### src/rtl/core/first_fit_heap_allocator_assert.svh
// Assertion macros for the first-fit heap allocator
`ifndef FIRST_FIT_HEAP_ALLOCATOR_ASSERT_SVH
`define FIRST_FIT_HEAP_ALLOCATOR_ASSERT_SVH
`ifndef SYNTHESIS
// a implies b in the same cycle
`define FFHA_ASSERT_IMPLY(label, clk, rst_n, a, b) \
    label: assert property (@(posedge clk) disable iff (!rst_n) (a) |-> (b)) \
        else $error("ffha assertion failed");
// a implies b in the next cycle
`define FFHA_ASSERT_NEXT(label, clk, rst_n, a, b) \
    label: assert property (@(posedge clk) disable iff (!rst_n) (a) |=> (b)) \
        else $error("ffha assertion failed");
`else
`define FFHA_ASSERT_IMPLY(label, clk, rst_n, a, b)
`define FFHA_ASSERT_NEXT(label, clk, rst_n, a, b)
`endif
`endif

### src/rtl/core/ffha_pkg.sv
// Shared types and constants of the first-fit heap allocator
package ffha_pkg;
    localparam int HEAP_W        = 13;
    localparam int REQ_BYTES_W   = 20;
    localparam int OFFSET_W      = 19;
    localparam int STATUS_W      = 2;
    localparam int NEED_W        = 14;
    localparam int GRANULE_BYTES = 128;
    localparam int GRAN_SHIFT    = 7;
    localparam int HEADER_BYTES  = 16;
    localparam int APB_DATA_W    = 32;
    localparam int APB_ADDR_W    = 2;

    localparam logic OP_ALLOC = 1'b0;
    localparam logic OP_FREE  = 1'b1;

    typedef enum logic [STATUS_W-1:0] {
        ST_DONE    = 2'd0,
        ST_REFUSED = 2'd1,
        ST_IGNORED = 2'd2
    } t_status;

    typedef enum logic [1:0] {RD_NONE, RD_G, RD_NX, RD_TGT} t_rd_sel;

    typedef enum logic [2:0] {
        WR_NONE, WR_CLR, WR_SPLIT_REM, WR_TAKE_G, WR_TAKE_TOP, WR_MARK_FREE,
        WR_KILL_NX, WR_MERGE_G
    } t_wr_sel;

    typedef enum logic [2:0] {
        RES_NONE, RES_GRANT_G, RES_GRANT_TOP, RES_REFUSE, RES_IGNORE, RES_DONE
    } t_res_sel;

    typedef struct packed {
        logic     cap;
        t_rd_sel  rd;
        t_wr_sel  wr;
        logic     latch;
        logic     g_adv;
        logic     clr_inc;
        t_res_sel res;
        logic     emit;
    } t_cmd;

    typedef struct packed {
        logic op;
        logic zero_req;
        logic free_bad;
        logic g_lt_top;
        logic fit;
        logic split;
        logic bump_ok;
        logic tgt_ok;
        logic nx_ok;
        logic nx_free;
        logic clr_last;
        logic out_free;
    } t_stat;
endpackage

### src/rtl/core/ffha_ctrl.sv
// Allocator controller: sequences table clearing, first-fit walk, bump and merge walk
module ffha_ctrl (
    input  logic            i_clk,
    input  logic            i_rst_n,
    input  logic            i_in_valid,
    output logic            o_in_ready,
    input  ffha_pkg::t_stat i_stat,
    output ffha_pkg::t_cmd  o_cmd
);
    import ffha_pkg::*;

    typedef enum logic [15:0] {
        S_CLEAR   = 16'h0001,
        S_IDLE    = 16'h0002,
        S_START   = 16'h0004,
        S_A_RD    = 16'h0008,
        S_A_LAT   = 16'h0010,
        S_A_CHK   = 16'h0020,
        S_A_SPLIT = 16'h0040,
        S_A_TAKE  = 16'h0080,
        S_A_BUMP  = 16'h0100,
        S_F_CHK   = 16'h0200,
        S_M_RD    = 16'h0400,
        S_M_LAT   = 16'h0800,
        S_M_CHK   = 16'h1000,
        S_M_NX    = 16'h2000,
        S_M_MRG   = 16'h4000,
        S_RESP    = 16'h8000
    } t_state;

    t_state r_state;
    t_state n_state;

    always_comb begin
        n_state       = r_state;
        o_in_ready    = 1'b0;
        o_cmd.cap     = 1'b0;
        o_cmd.rd      = RD_NONE;
        o_cmd.wr      = WR_NONE;
        o_cmd.latch   = 1'b0;
        o_cmd.g_adv   = 1'b0;
        o_cmd.clr_inc = 1'b0;
        o_cmd.res     = RES_NONE;
        o_cmd.emit    = 1'b0;
        unique case (r_state)
            S_CLEAR: begin
                o_cmd.wr      = WR_CLR;
                o_cmd.clr_inc = 1'b1;
                if (i_stat.clr_last) n_state = S_IDLE;
            end
            S_IDLE: begin
                o_in_ready = 1'b1;
                if (i_in_valid) begin
                    o_cmd.cap = 1'b1;
                    n_state   = S_START;
                end
            end
            S_START: begin
                if (i_stat.op == OP_ALLOC) begin
                    if (i_stat.zero_req) begin
                        o_cmd.res = RES_REFUSE;
                        n_state   = S_RESP;
                    end else begin
                        n_state = S_A_RD;
                    end
                end else if (i_stat.free_bad) begin
                    o_cmd.res = RES_IGNORE;
                    n_state   = S_RESP;
                end else begin
                    o_cmd.rd = RD_TGT;
                    n_state  = S_F_CHK;
                end
            end
            S_A_RD: begin
                if (i_stat.g_lt_top) begin
                    o_cmd.rd = RD_G;
                    n_state  = S_A_LAT;
                end else begin
                    n_state = S_A_BUMP;
                end
            end
            S_A_LAT: begin
                o_cmd.latch = 1'b1;
                n_state     = S_A_CHK;
            end
            S_A_CHK: begin
                if (i_stat.fit) begin
                    n_state = i_stat.split ? S_A_SPLIT : S_A_TAKE;
                end else begin
                    o_cmd.g_adv = 1'b1;
                    n_state     = S_A_RD;
                end
            end
            S_A_SPLIT: begin
                o_cmd.wr = WR_SPLIT_REM;
                n_state  = S_A_TAKE;
            end
            S_A_TAKE: begin
                o_cmd.wr  = WR_TAKE_G;
                o_cmd.res = RES_GRANT_G;
                n_state   = S_RESP;
            end
            S_A_BUMP: begin
                if (i_stat.bump_ok) begin
                    o_cmd.wr  = WR_TAKE_TOP;
                    o_cmd.res = RES_GRANT_TOP;
                end else begin
                    o_cmd.res = RES_REFUSE;
                end
                n_state = S_RESP;
            end
            S_F_CHK: begin
                if (i_stat.tgt_ok) begin
                    o_cmd.wr = WR_MARK_FREE;
                    n_state  = S_M_RD;
                end else begin
                    o_cmd.res = RES_IGNORE;
                    n_state   = S_RESP;
                end
            end
            S_M_RD: begin
                if (i_stat.g_lt_top) begin
                    o_cmd.rd = RD_G;
                    n_state  = S_M_LAT;
                end else begin
                    o_cmd.res = RES_DONE;
                    n_state   = S_RESP;
                end
            end
            S_M_LAT: begin
                o_cmd.latch = 1'b1;
                n_state     = S_M_CHK;
            end
            S_M_CHK: begin
                if (i_stat.nx_ok) begin
                    o_cmd.rd = RD_NX;
                    n_state  = S_M_NX;
                end else begin
                    o_cmd.g_adv = 1'b1;
                    n_state     = S_M_RD;
                end
            end
            S_M_NX: begin
                // drop the right neighbour before the left block grows over it
                if (i_stat.nx_free) begin
                    o_cmd.wr = WR_KILL_NX;
                    n_state  = S_M_MRG;
                end else begin
                    o_cmd.g_adv = 1'b1;
                    n_state     = S_M_RD;
                end
            end
            S_M_MRG: begin
                o_cmd.wr = WR_MERGE_G;
                n_state  = S_M_CHK;
            end
            S_RESP: begin
                if (i_stat.out_free) begin
                    o_cmd.emit = 1'b1;
                    n_state    = S_IDLE;
                end
            end
            default: n_state = S_CLEAR;
        endcase
    end

    always_ff @(posedge i_clk) begin
        if (!i_rst_n) begin
            r_state <= S_CLEAR;
        end else begin
            r_state <= n_state;
        end
    end
endmodule

### config.mk
export PLATFORM = sky130hd
export DESIGN_NAME = ffha_ctrl
export DESIGN_NICKNAME = d
export VERILOG_FILES = /design/src/rtl/core/first_fit_heap_allocator_assert.svh /design/src/rtl/core/ffha_pkg.sv /design/src/rtl/core/ffha_ctrl.sv
export SDC_FILE = /design/constraint.sdc
export NUM_CORES = 1
export LEC_CHECK = 0
export ABC_AREA = 0
export CAP_MARGIN = 30
export CORE_ASPECT_RATIO = 1.5
export CORE_UTILIZATION = 47
export CTS_BUF_LIST = sky130_fd_sc_hd__clkbuf_16
export DETAILED_ROUTE_END_ITERATION = 6
export DONT_BUFFER_PORTS = 1
export PLACE_DENSITY = 0.6
export SYNTH_ARGS = -nofsm -noshare
export SYNTH_HDL_FRONTEND = slang
export SYNTH_SLANG_ARGS = --single-unit
### constraint.sdc
create_clock -name i_clk -period 2.25 [get_ports i_clk]
set_input_delay 0.3375 -clock i_clk [delete_from_list [all_inputs] [get_ports i_clk]]
set_output_delay 0.3375 -clock i_clk [all_outputs]
set_load 0.01 [all_outputs]
# == Yosys cells after proc, flatten, opt, wreduce, memory -nomap -nowiden ==
# Cells that the tools add are included.
# word_totals
regBits,16
inputBits,15
word_cells,66
# classes
eq_ne,19
mux,41
reduce_logical,5
# op_table
cell,count
$pmux 16 s14,1
$mux 16,8
$mux 3,7
$pmux 3 s7,1
$eq 16x1->1 const B,1
$eq 16x10->1 const B,1
$eq 16x11->1 const B,1
$eq 16x12->1 const B,1
$eq 16x13->1 const B,1
$eq 16x14->1 const B,1
$eq 16x15->1 const B,1
$eq 16x16->1 const B,1
$eq 16x2->1 const B,1
$eq 16x3->1 const B,1
$eq 16x4->1 const B,1
$eq 16x5->1 const B,1
$eq 16x6->1 const B,1
$eq 16x7->1 const B,1
$eq 16x8->1 const B,1
$eq 16x9->1 const B,1
$mux 8,2
$mux 15,1
$pmux 3 s5,1
$mux 14,1
8 further kinds,27

# == Longest topological paths before layout ==
# depth
ltp_word,3
ltp_mapped,6
depth_no_buf,5

# == Least setup slack after synthesis ==
# Ideal clock, no wire load.
# synth_timing
path_kind,reg-to-output
from,reg r_state[9]
to,out o_cmd[1] (netlist bit)
arrival_ps,1652
setup_slack_ps,261
stages_incl_launch_ff,6
n_path_buf,1
cell_sequence,dfxtp_1 buf_4 nor4_2 nand2_1 or4_1 o221ai_1
# synth_rtl
element,line,source
start: declaration,ffha_ctrl.sv:31,t_state r_state;
start signal: assignment,ffha_ctrl.sv:171,r_state <= n_state;
end: declaration,ffha_ctrl.sv:8,output ffha_pkg::t_cmd o_cmd

==> key figures <==
Timing
  • Final Max Slew Viols: 0
  • Final period util: 104%
  • Setup ws final: -80.2 ps
  • Setup violators final: 5
  • Relative slew slack: 71.5%
  • Final hold violation count: 0
  • Peak Freq: 0.429 GHz
  • Final setup TNS: -200 ps
  • Post-Route Skew: 5.21 ps
  • Period minus WS final: 2330 ps
  • RSZ-0062 raised after global routing: yes
  • Slew @ Worst Pin: 422 ps

Run
  • Max-cap viol count: 0

Detailed routing
  • Via-to-Cell Ratio: 6.73
  • Drt initial violations: 31
  • First drt pass iteration count: 4
  • Final WL: 3580 um
  • WL/cell: 18.4 um
  • Vias post-DR: 1313
  • Remaining antenna violation count after routing: 0
  • DRC violations left: 0

Setup path
  • Worst-case reg-to-reg path depth: 7
  • CP max FO: 5
  • Critical path required time: 1910 ps
  • Crit. End Element: primary output
  • Crit-path cells: buf_4, nor3_1, and2_1, a32oi_1, or4_1, o221ai_2
  • Max incr delay on CP: 460 ps
  • FF-to-FF setup slack: 410 ps
  • Kind of critical path: register to primary output
  • Reg-to-Reg Start: r_state[1]
  • FF-to-FF End: r_state[15]
  • CP max-delay cell: or4_1
  • Worst path bufs/invs: 1
  • Startpoint types: register
  • Worst Path Arrival: 1990 ps
  • Family with the most delay on the worst path: simple AND/OR/NAND/NOR gates

Floorplan
  • Horiz. Die Dim: 42.8 um
  • Starting Density: 51.4%
  • Die Y: 63.2 um
  • Row cnt: 21
  • CORE AREA: 2290 um^2
  • Full die area: 2710 um^2
  • Ports: 29

Yosys
  • Area contributors post-synth: dfxtp_1 27%, nor2_1 4.8%, nor3_1 4.7%
  • Post-synthesis sequential area ratio: 27.3%
  • Number of synthesized flops with an enable pin: 0
  • Most instantiated cells after synthesis: 16 x dfxtp_1, 15 x nor2_1, 11 x nor3_1
  • Largest family of logic cells by synthesized area: simple AND/OR/NAND/NOR gates
  • Xor-xnor portion of the synthesized cell area: 3.73%
  • Simple-Gate Fraction of Synth Area: 48.8%
  • Synth top area share: 27.3%
  • Dominant synthesized flop cell: dfxtp_1
  • Syn Inst Count: 147
  • Mapped Nets: 162
  • Adder-cell share of the synthesized area: 0%
  • Seq cells post-synth: 16
  • Area of the mapped netlist: 1170 um^2
  • Post-synthesis mux area share: 0%
  • Compound-cell area share of the yosys netlist: 15.0%
  • Post-synth top area cell: dfxtp_1
  • Async SR Flop Fraction: 0%
  • Post-Syn Area per Cell: 7.99 um^2
  • Synth unique cells: 50
  • Ys Warns: 0
  • Most instantiated library cell after synthesis: dfxtp_1

Hold path
  • Worst Hold Path EP: r_state[8]
  • HP Class: primary input to register
  • Worst hold path startpoint: i_stat[8]
  • Worst Hold Depth: 1

Global route
  • Gr usage total: 27.3%
  • GRT overflow: 0
  • Pin count of the biggest net entering global routing: 16
  • Initial antenna violation count: 0
  • Vias in the first global route: 1253
  • First-pass GRT wire length: 5690 um

Outcome
  • Failing checks: setup timing
  • Status: finished with violations

Placement
  • Dpl cell area: 1250 um^2
  • Buffers on Ports: 0
  • Gpl congestion: 0.926
  • Pre-CTS WS: 97.5 ps
  • Hpwl dp: 2610 um

Power
  • Net Switching: 0.000225 W
  • Final Power: 0.000850 W
  • Comb pwr share: 23.4%
  • Internal Pwr Total: 0.000625 W
  • Power density over the cells: 551 nW/um^2
  • Net Sw Frac: 26.5%
  • Max rail drop VDD: 0.000367 V
  • Clk pwr share: 41.0%
  • Share of total power in sequential cells: 35.7%
  • Leak pwr: 0.681 nW

Clock tree
  • CTS clock-pin slew for the worst setup and hold paths: 50 ps
  • Hold buffers post-CTS: 0
  • Htree depth: 1
  • Clk Latency, worst-skew pair: 250 ps
  • Root buf cell: clkbuf_16
  • Longest Clk Path Bufs: 2
  • Clock sinks: 16
  • CTS buffer count: 3
  • TritonCTS clock tree: yes

Finish
  • Non-Filler Cell Area, Final: 1540 um^2
  • NumNets Final: 188
  • Biggest register: r_state
  • Layout area overhead: 31.3%
  • Largest register FFs: 16
  • Fin util: 67.5%
  • Layout cells sized above 1: 36.6%
  • # diodes: 0
  • Largest regs: r_state (16)
==> cell usage in the layout, fill, tap and decap left out, drive strengths merged, types with 2 or more instances in the layout <==
| cell | synthesis | routed |
|---|---|---|
| xor2 | 2 | 2 |
| xnor2 | 3 | 3 |
| clkbuf | 4 | 3 |
| o21a | 3 | 3 |
| and4 | 2 | 2 |
| and2 | 5 | 5 |
| a21oi | 2 | 2 |
| nor4b | 3 | 3 |
| nor2 | 15 | 15 |
| a21o | 3 | 3 |
| inv | 6 | 6 |
| and3 | 4 | 4 |
| buf | 3 | 28 |
| nand4 | 6 | 6 |
| nand3 | 8 | 8 |
| o21ai | 3 | 3 |
| or4 | 5 | 5 |
| dfxtp | 16 | 16 |
| nor3b | 3 | 3 |
| nand2 | 10 | 10 |
| nor4 | 6 | 6 |
| nor3 | 14 | 14 |
| and4b | 2 | 2 |
==> worst max-delay path by stage <==
stage	startpoint	to	depth (start not counted)	slack [ps]
finish	r_state[1]	o_cmd[1]	6	-80
global route	r_state[1]	o_cmd[1]	6	-140
CTS	r_state[1]	o_cmd[1]	4	-60
detailed placement	r_state[1]	o_cmd[1]	4	100
global placement	r_state[1]	o_cmd[1]	4	80
floorplan	r_state[9]	o_cmd[1]	5	260
==> cell families after synthesis <==
family          count (synthesis)
compound gates                 24
simple gates                   89
buf+inv                        13
xor+xnor                        5
flops                          16
==> power by group through the flow <==
stage                     sequential (W)  clock, W  combinational [W]
after detailed placement        0.000313         0           0.000134
after global routing            0.000304  0.000372           0.000213
after floorplan                 0.000310         0           0.000107
after global placement          0.000312         0           0.000137
after CTS                       0.000303  0.000356           0.000176
final                           0.000303  0.000348           0.000199
==> stage by stage <==
step / std cells / hold WS (ps)
global placement: 174 / 416
finish: 195 / 160
global route: 195 / 151
CTS: 188 / 156
floorplan: 147 / 413
detailed placement: 174 / 423
==> repair_timing <==
action,4_1_cts,5_1_grt
gates resized for setup,24,6
buffers inserted,10,7
setup endpoints to repair,7,10
pin swaps,8,6
==> layer usage <==
layer	up-vias	routed length [um]	share of wire (%)	global-route usage, %
met5	-	0	0	0
met4	0	171	4.8	16.0
met3	17	294	8.2	6.02
met2	63	1780	50	45.6
met1	617	1340	37	30.5
li1	616	-	-	-
==> area by class of cell <==
type,count,area [um^2]
Multi-Input combinational cell,118,852
Fill cell,192,743
Sequential cell,16,347
Timing Repair Buffer,28,214
Clock buffer,3,75.1
Tap cell,23,28.8
Inverter,6,22.5
Clock inverter,1,3.75
(Power assumes the default switching activity.)
